**config.mk**
```make
export PLATFORM = sky130hd
export DESIGN_NAME = dbm_hdl_hash
export DESIGN_NICKNAME = d
export VERILOG_FILES = /design/src/rtl/dbm_hash_directory_lookup_top_defines.svh /design/src/rtl/dbm_hdl_pkg.sv /design/src/rtl/dbm_hdl_hash.sv
export SDC_FILE = /design/constraint.sdc
export NUM_CORES = 1
export LEC_CHECK = 0
export BUFFER_PORTS_ARGS = -buffer_cell sky130_fd_sc_hd__buf_2
export CAP_MARGIN = 15
export CORE_MARGIN = 1.5
export CORE_UTILIZATION = 50
export CTS_BUF_LIST = sky130_fd_sc_hd__clkbuf_8
export DETAILED_ROUTE_END_ITERATION = 8
export HOLD_SLACK_MARGIN = 0.05
export PLACE_DENSITY = 0.68
export REMOVE_ABC_BUFFERS = 1
export SKIP_CTS_REPAIR_TIMING = 1
export SYNTH_ARGS = -nofsm -noshare
export SYNTH_HDL_FRONTEND = slang
export SYNTH_SLANG_ARGS = --single-unit
export TNS_END_PERCENT = 5
```
**constraint.sdc**
```tcl
create_clock -name clk_i -period 6 [get_ports clk_i]
set_input_delay 0.9 -clock clk_i [delete_from_list [all_inputs] [get_ports clk_i]]
set_output_delay 0.9 -clock clk_i [all_outputs]
set_load 0.02 [all_outputs]
```
**src/rtl/dbm_hash_directory_lookup_top_defines.svh**
```systemverilog
// Assertion macros for the dbm hash directory lookup block.
`ifndef DBM_HASH_DIRECTORY_LOOKUP_TOP_DEFINES_SVH
`define DBM_HASH_DIRECTORY_LOOKUP_TOP_DEFINES_SVH

// same-cycle implication
`define DBM_ASSERT_IMP(lbl, ante, cons, msg) \
  lbl: assert property (@(posedge clk_i) disable iff (!rst_ni) (ante) |-> (cons)) \
    else $error(msg);

// next-cycle implication
`define DBM_ASSERT_NXT(lbl, ante, cons, msg) \
  lbl: assert property (@(posedge clk_i) disable iff (!rst_ni) (ante) |=> (cons)) \
    else $error(msg);

`endif

```
**src/rtl/dbm_hdl_pkg.sv**
```systemverilog
// Shared types, constants and hash tables of the dbm hash directory lookup.
`timescale 1ns / 1ps
package dbm_hdl_pkg;

  localparam int unsigned DIR_BITS_DEF = 4096;
  localparam int unsigned HASH_W       = 32;
  localparam int unsigned MASK_W       = 12;
  localparam int unsigned BIT_W        = 13;
  localparam int unsigned STEP_W       = 6;
  localparam int unsigned NIB_W        = 4;

  localparam logic [MASK_W-1:0] MASK_LIMIT = '1;

  typedef enum logic [1:0] {
    OP_KEY_BYTE = 2'd0,
    OP_LOOKUP   = 2'd1,
    OP_SPLIT    = 2'd2
  } dbm_op_e;

  typedef enum logic [1:0] {
    ST_LOOKUP_DONE   = 2'd0,
    ST_SPLIT_SET     = 2'd1,
    ST_SPLIT_REFUSED = 2'd2
  } dbm_status_e;

  typedef struct packed {
    logic               valid;
    logic [HASH_W-1:0]  key_hash;
    logic [MASK_W-1:0]  block_number;
    logic [MASK_W-1:0]  level_mask;
    dbm_status_e        status;
  } dbm_res_t;

  localparam logic [STEP_W-1:0] STEP_TABLE [16] = '{
    6'd61, 6'd57, 6'd53, 6'd49, 6'd45, 6'd41, 6'd37, 6'd33,
    6'd29, 6'd25, 6'd21, 6'd17, 6'd13, 6'd9,  6'd5,  6'd1
  };

  localparam logic [HASH_W-1:0] ADD_TABLE [64] = '{
    32'o6100151277, 32'o6106161736, 32'o6452611562, 32'o5001724107,
    32'o2614772546, 32'o4120731531, 32'o4665262210, 32'o7347467531,
    32'o6735253126, 32'o6042345173, 32'o3072226605, 32'o1464164730,
    32'o3247435524, 32'o7652510057, 32'o1546775256, 32'o5714532133,
    32'o6173260402, 32'o7517101630, 32'o2431460343, 32'o1743245566,
    32'o0261675137, 32'o2433103631, 32'o3421772437, 32'o4447707466,
    32'o4435620103, 32'o3757017115, 32'o3641531772, 32'o6767633246,
    32'o2673230344, 32'o0260612216, 32'o4133454451, 32'o0615531516,
    32'o6137717526, 32'o2574116560, 32'o2304023373, 32'o7061702261,
    32'o5153031405, 32'o5322056705, 32'o7401116734, 32'o6552375715,
    32'o6165233473, 32'o5311063631, 32'o1212221723, 32'o1052267235,
    32'o6000615237, 32'o1075222665, 32'o6330216006, 32'o4402355630,
    32'o1451177262, 32'o2000133436, 32'o6025467062, 32'o7121076461,
    32'o3123433522, 32'o1010635225, 32'o1716177066, 32'o5161746527,
    32'o1736635071, 32'o6243505026, 32'o3637211610, 32'o1756474365,
    32'o4723077174, 32'o3642763134, 32'o5750130273, 32'o3655541561
  };

endpackage

```
**src/rtl/dbm_hdl_hash.sv**
```systemverilog
// Key hash accumulator: one nibble per cycle through the step and add tables.
`timescale 1ns / 1ps
module dbm_hdl_hash
  import dbm_hdl_pkg::*;
(
  input  logic              clk_i,
  input  logic              rst_ni,
  input  logic              start_i,
  input  logic [7:0]        key_byte_i,
  input  logic              clear_i,
  output logic              busy_o,
  output logic [HASH_W-1:0] hash_o
);

  logic              busy_q;
  logic [NIB_W-1:0]  hi_q;
  logic [STEP_W-1:0] step_q;
  logic [HASH_W-1:0] hash_q;
  logic [NIB_W-1:0]  nib;
  logic [STEP_W-1:0] step_d;
  logic [HASH_W-1:0] hash_d;

  assign nib    = busy_q ? hi_q : key_byte_i[NIB_W-1:0];
  assign step_d = step_q + STEP_TABLE[nib];
  assign hash_d = hash_q + ADD_TABLE[step_d];

  always_ff @(posedge clk_i or negedge rst_ni) begin
    if (!rst_ni) begin
      busy_q <= 1'b0;
      hi_q   <= '0;
      step_q <= '0;
      hash_q <= '0;
    end else begin
      busy_q <= start_i;
      if (start_i) begin
        hi_q <= key_byte_i[7:NIB_W];
      end
      if (clear_i) begin
        step_q <= '0;
        hash_q <= '0;
      end else if (start_i || busy_q) begin
        step_q <= step_d;
        hash_q <= hash_d;
      end
    end
  end

  assign busy_o = busy_q;
  assign hash_o = hash_q;

endmodule

```
Yosys cells after proc, flatten, opt, wreduce, memory -nomap -nowiden. Memory sizes are Yosys's and may differ from the RTL's. Cells that the tools add are included.

$add $sub $neg: 2. Magnitude comparators: 2. Muxes and demuxes: 9. Bitwise logic cells: 2. Reductions and logical operators: 2.

Operators with widths (count): $mux 32 (4); $add 32x32->32 (1); $mux 6 (4); $ge 7x7->1 const B (1); $not 6->7 (1); $add 6x6->6 (1); $ge 5x5->1 const B (1); $not 4->5 (1); $mux 4 (1); $reduce_bool 2->1 (1); $logic_or 1x1->1 (1).

Register bits after elaboration: 43. ROM bits: 2144. Bits of input ports: 12. Logic and storage cells: 23. Memories kept: 2.

Memory list: (name not given) (words 64, width 32, rd ports 1, clocked after Yosys merged registers in 0, write ports 0, RTL line dbm_hdl_hash.sv:25) `assign hash_d = hash_q + ADD_TABLE[step_d];`; (name not given) (words 16, width 6, rd ports 1, clocked after Yosys merged registers in 0, write ports 0, RTL line dbm_hdl_hash.sv:24) `assign step_d = step_q + STEP_TABLE[nib];`.

Longest topological paths before layout. Gate-level depths: netlist (run 1).

Word-level depth: 13. Depth in mapped cells: 23.

Worst setup path after synthesis (run 1). OpenSTA, ideal clock, no wires.

Kind: in2reg. Start point: input port key_byte_i[0]. End point: register hash_q[31] (netlist: hash_o[31]). Library setup time: 0.069 ns. Arrival time: 5.303 ns. Required time: 5.931 ns. Setup slack: 0.628 ns. Cell stages on the path: 19. Path buffers: 2. Cell sequence: mux2i_1 > ha_1 > ha_1 > inv_1 > clkbuf_1 > buf_1 > ha_1 > nor2_1 > a311oi_1 > a311oi_1 > a31oi_1 > ha_1 > a21o_1 > a221o_1 > a221o_1 > a2111oi_4 > a21oi_2 > a2111o_1 > nand3b_1.

Longest elaborated chain between the ends: 13.

RTL lines: start: declaration (RTL line dbm_hdl_hash.sv:9) `input logic [7:0] key_byte_i,`; $mux 4 (RTL line dbm_hdl_hash.sv:23) `assign nib = busy_q ? hi_q : key_byte_i[NIB_W-1:0];`; $not 4->5 (implied by the code) (RTL line dbm_hdl_hash.sv:24); $mem_v2 16x6; $mux 6 (implied by the code) (2 in series) (RTL line dbm_hdl_hash.sv:24); $add 6x6->6 (RTL line dbm_hdl_hash.sv:24); $not 6->7 (implied by the code) (RTL line dbm_hdl_hash.sv:25); $mem_v2 64x32; $mux 32 (implied by the code) (2 in series) (RTL line dbm_hdl_hash.sv:25); $add 32x32->32 (RTL line dbm_hdl_hash.sv:25); $mux 32 (RTL line dbm_hdl_hash.sv:41) `end else if (start_i || busy_q) begin`; $mux 32 (RTL line dbm_hdl_hash.sv:38) `if (clear_i) begin`; end signal: assignment (RTL line dbm_hdl_hash.sv:43) `hash_q <= hash_d;`; end: declaration (RTL line dbm_hdl_hash.sv:18) `logic [HASH_W-1:0] hash_q;`.

Every way passes these cells. The select of a mux whose other input is x is not followed. A chain may end at the register's enable or synchronous reset.

Final worst setup path (run 1).
Start point: input port key_byte_i[1]. End point: register hash_q[29] (netlist: hash_o[29]).

The elaborated chain is that of the path after synthesis.

==> results of run 1 <==
==> cells by family after synthesis <==
family                     share of synthesized area
buffers and inverters                         0.0589
and+or+nand+nor                                0.223
AOI/OAI and AO/OA                              0.347
DFF                                            0.163
muxes                                         0.0390
adders and majority gates                      0.120
xor gates and xnor gates                      0.0488
==> per-stage QoR <==
| step | setup TNS (ns) | instance area [µm²] | instances | hold WS, ns | utilization |
|---|---|---|---|---|---|
| 6_report | 0 | 7280 | 1130 | 0.511 | 0.570 |
| 5_1_grt | 0 | 7280 | 1130 | 0.528 | 0.570 |
| 4_1_cts | 0 | 7280 | 1130 | 0.514 | 0.570 |
| 3_5_place_dp | 0 | 7200 | 1124 | 0.497 | 0.564 |
| 3_3_place_gp | 0 | 7200 | 1124 | 0.490 | 0.564 |
| 2_1_floorplan | -38.61 | 6280 | 862 | 0.480 | - |
==> worst min-delay path by stage <==
stage | slack, ns | cells past startpoint | end | from
after global routing | 0.53 | 1 | hi_q[0] | hi_q[0]
after global placement | 0.49 | 1 | hi_q[0] | hi_q[0]
after floorplan | 0.48 | 1 | hi_q[0] | hi_q[0]
after detailed placement | 0.50 | 1 | hi_q[2] | hi_q[2]
after CTS | 0.51 | 1 | hi_q[2] | hi_q[2]
final | 0.51 | 1 | hi_q[0] | hi_q[0]
==> state kept, by name, summed over array words and instances, names as in the netlist <==
signal and cells:
hash_o 32, step_q 6, hi_q 4, busy_o 1
==> cell usage in the layout (no fill, tap or decap), types with 8 or more instances in the layout <==
cell      count
xnor2_1      18
buf_2        44
nor3_1       24
o21ai_0      76
o31ai_1       8
ha_1         61
xor2_1       13
inv_1        16
mux2_2        8
dfrtp_1      43
a21oi_1     107
mux2i_1      10
o211ai_1     23
a31oi_1      15
a21o_1       16
nor2_1       90
nand2_1     125
o311ai_0      9
a211oi_1     28
nand3_1      36
buf_4        41
==> routing by layer <==
layer,track usage,vias to the layer above,wire (µm)
li1,-,3523,-
met1,0.497,3577,10200
met2,0.520,541,10400
met3,0.0504,119,2840
met4,0.146,0,1260
met5,0,-,0
==> area by class of cell <==
type,instances,area (µm²),share of cell area
multi-input cells,803,5220,0.718
flip-flops and latches,43,1080,0.148
repair buffers,90,628,0.0863
well taps,172,215,0.0296
clock buffers,5,68.8,0.00946
inverters,16,60.1,0.00825
clock inverters,1,7.51,0.00103
==> worst max-delay path: stages <==
cell	delay, ns
buf_2	0.09
mux2i_1	0.18
ha_1	0.45
xnor2_4	0.65
buf_4	0.32
nand2_1	0.23
a21oi_1	0.22
nor3_1	0.07
o31ai_1	0.35
ha_1	0.35
o211a_1	0.26
a211oi_1	0.42
o31ai_1	0.14
buf_4	0.17
a32oi_1	0.25
nand2_1	0.17
a211o_1	0.29
nand3_1	0.08
==> impl_metrics.tcl, run 1 <==
set metrics [dict create \
    synth_area_leader_cell "dfrtp_1" \
    antenna_cells 0 \
    synth_ff_type "dfrtp_1" \
    end_kind "flop" \
    synth-seq-cells 43 \
    fillers 1241 \
    synth-edff-count 0 \
    die-area_um2 13900 \
    regToRegSetupSlack_ns 0.71 \
    cp_data_arrival_time_ns 5.60 \
    startpoint "key_byte_i[1]" \
    status "finished, final reports clean" \
    fp.dieW_um 118 \
    via_per_inst 6.87 \
    critPathKind "in2reg" \
    grt_pass1_wl_um 38700 \
    worstSkewPairLatency_ns 0.31 \
    hold_viol 0 \
    relSlewSlack 0.322 \
    firstDrtPassIters 7 \
    max_freq_mhz 187 \
    post-route-period-util 0.892 \
    timing.rr.start "busy_o" \
    dp_hpwl_um 17800 \
    pin_count 45 \
    coreArea_um2 12800 \
    place_congestion 1.06 \
    track_usage 0.348 \
    yosysMostFrequentCell "nand2_1" \
    skew_ns 0.0119 \
    ant_nets 0 \
    clk_pin_slew_ns 0.09 \
    crit_fanout 20 \
    r2r_end "hash_o[29]" \
    antenna_found_initial 0 \
    drt-initial-drc-count 1465 \
    setup_ws_ns 0.649 \
    vias 7760 \
    tritoncts "done" \
    synth_top_area_frac 0.163 \
    setup_violations 0 \
    start_kind "input port" \
    wirelength_um 24600 \
    die_h_um 118 \
    start_util 0.517 \
    hp-class "reg2reg" \
    portBuffers 44 \
    cp.required_ns 6.25 \
    endpoint "hash_o[29]" \
    ff2ff_path_depth 17 \
    grt_overflow 0 \
    yosysUniqueCellTypes 67 \
    netlist_instances 944 \
    nNetsFinal 1034 \
    worst_pin_slew_ns 1.02 \
    cap_violations 0 \
    cts_buffer_depth 2 \
    cts_buffers 5 \
    grt_max_degree 117 \
    cts_sinks 43 \
    layout-drive-gt1-share 0.133 \
    yosysWarnings 0 \
    avgSynthCellArea_um2 7.00 \
    synthTopCellsByCount "125 x nand2_1, 107 x a21oi_1, 91 x nor2_1, 76 x o21ai_0, 62 x ha_1" \
    grt_pass1_vias 6932 \
    avgRoutedWirePerCell_um 21.8 \
    async_flop_share 1.00 \
    rsz0062_at_grt "false" \
    place_ws_ns 0.433 \
    root_buffer "clkbuf_8" \
    synth_area_leaders "dfrtp_1 16%, ha_1 12%, a21oi_1 8.1%" \
    min_period_ns 5.35 \
    num_rows 41 \
    slew_viol_final 0 \
    syn_to_final_growth_pct 10.1 \
    synth-seq-area-share 0.163 \
    syn-cell-area_um2 6610 \
    drc 0 \
    cts_htree_levels 2 \
]
Power of run 1 is left out: the tool's default activity adds up to more than one toggle a clock period on the data nets, which glitch-free logic cannot reach.
==> run 2: changes to the inputs <==
--- a/config.mk
+++ b/config.mk
@@ -12,7 +12,7 @@
 export CTS_BUF_LIST = sky130_fd_sc_hd__clkbuf_8
 export DETAILED_ROUTE_END_ITERATION = 8
 export HOLD_SLACK_MARGIN = 0.05
-export PLACE_DENSITY = 0.68
+export PLACE_DENSITY = 0.77
 export REMOVE_ABC_BUFFERS = 1
 export SKIP_CTS_REPAIR_TIMING = 1
 export SYNTH_ARGS = -nofsm -noshare
==> run 2 against run 1 <==
  * Sequential share of layout area down 0.20 points
  * Global-route usage increased by 0.26 points
  * Register-to-register slack worse by 0.40 ns
  * Clock-buffer cell count unchanged
==> impl_metrics.tcl, run 2 (synthesized netlist as in run 1, its figures left out) <==
set metrics [dict create \
    fillers 1205 \
    cts_sinks 43 \
    cap_violations 0 \
    root_buffer "clkbuf_8" \
    clk_pin_slew_ns 0.09 \
    hp-class "reg2reg" \
    place_ws_ns 0.312 \
    antenna_cells 0 \
    rsz0062_at_grt "false" \
    fp.dieW_um 118 \
    cts_buffer_depth 2 \
    track_usage 0.350 \
    max_freq_mhz 176 \
    via_per_inst 6.76 \
    drc 0 \
    cpPeakStageDelay_ns 0.56 \
    num_rows 41 \
    coreArea_um2 12800 \
    wirelength_um 24700 \
    place_inst 1138 \
    die-area_um2 13900 \
    relSlewSlack 0.344 \
    final_cells 1146 \
    final_cell_mix "125 x nand2_1, 107 x a21oi_1, 90 x nor2_1, 76 x o21ai_0, 61 x ha_1" \
    cts_htree_levels 2 \
    multiInputGateArea_um2 5220 \
    layout_commonest_cell "nand2_1" \
    final_core_util 0.578 \
    seqCellArea_um2 1080 \
    slew_viol_final 0 \
    place_congestion 1.11 \
    crit_fanout 23 \
    hold_viol 0 \
    grt_pass1_vias 7090 \
    portBuffers 44 \
    avgRoutedWirePerCell_um 21.6 \
    cp_cell_sequence "ha_1 > buf_4 > inv_1 > ha_4 > inv_1 > buf_12 > nand2_1 > a21oi_1 > o31ai_1 > mux2i_1 > ha_1 > inv_1 > fa_1 > nand3b_1 > a211oi_1 > o21ai_0 > nand3_1 > a31oi_1 > o22ai_1 > mux2_2" \
    dp_hpwl_um 18000 \
    drt-initial-drc-count 1144 \
    critPathKind "reg2reg" \
    antenna_found_initial 0 \
    firstDrtPassIters 6 \
    die_h_um 118 \
    ant_nets 0 \
    cts_buffers 5 \
    skew_ns 0.00852 \
    grt_pass1_wl_um 39100 \
    end_kind "flop" \
    post-route-period-util 0.948 \
    status "finished, final reports clean" \
    syn_to_final_growth_pct 11.7 \
    cp_data_arrival_time_ns 5.90 \
    layout-drive-gt1-share 0.146 \
    worst_pin_slew_ns 0.985 \
    nNetsFinal 1048 \
    largest_reg_flops 32 \
    path_common_cell "inv_1" \
    start_kind "flop" \
    cp.required_ns 6.21 \
    grt_max_degree 49 \
    cpMaxStageDelayCell "dfrtp_1" \
    min_period_ns 5.69 \
    start_util 0.517 \
    setup_ws_ns 0.313 \
    setup_violations 0 \
    worstSkewPairLatency_ns 0.32 \
    tritoncts "done" \
    pin_count 45 \
    grt_overflow 0 \
    vias 7747 \
]
[run 2: stage by stage]
stage | hold WS [ns] | cell area (µm²) | setup TNS [ns]
CTS | 0.515 | 7380 | 0
global placement | 0.489 | 7290 | 0
global route | 0.529 | 7380 | 0
floorplan | 0.480 | 6280 | -38.61
finish | 0.512 | 7380 | 0
detailed placement | 0.497 | 7290 | 0
[run 2: worst paths after layout]
check,slack (ns),end,cells after the start,from
setup / recovery,0.31,hash_o[30],20,step_q[0]
hold / removal,0.51,hi_q[2],1,hi_q[2]
setup reg to reg,0.31,hash_o[30],20,step_q[0]
hold reg to reg,0.51,hi_q[2],1,hi_q[2]
max in group asynchronous,4.65,hi_q[1],1,rst_ni
min in group asynchronous,0.73,hash_o[6],1,rst_ni
[run 2: cell type report]
class | instances | area share
Clock inverter | 3 | 0.00220
Sequential cell | 43 | 0.146
Clock buffer | 5 | 0.00933
Timing Repair Buffer | 104 | 0.0977
Inverter | 16 | 0.00814
Multi-Input combinational cell | 803 | 0.708
Tap cell | 172 | 0.0292
[run 2: metal layers]
| layer | up-vias | wire length (µm) | GRT usage |
|---|---|---|---|
| met5 | - | 0 | 0 |
| met4 | 0 | 1370 | 0.184 |
| met3 | 117 | 3000 | 0.0707 |
| met2 | 557 | 10400 | 0.519 |
| met1 | 3534 | 9940 | 0.479 |
| li1 | 3539 | - | - |
[run 2: critical path, delay by kind of cell, from the launching register on]
kind | cells | cell delay (ns)
AOI/OAI and AO/OA | 6 | 1.34
adders and majority gates | 4 | 1.26
buffers and inverters | 5 | 1.15
DFF | 1 | 0.56
muxes | 2 | 0.76
and+or+nand+nor | 3 | 0.50
Power of run 2 is left out for the same reason.
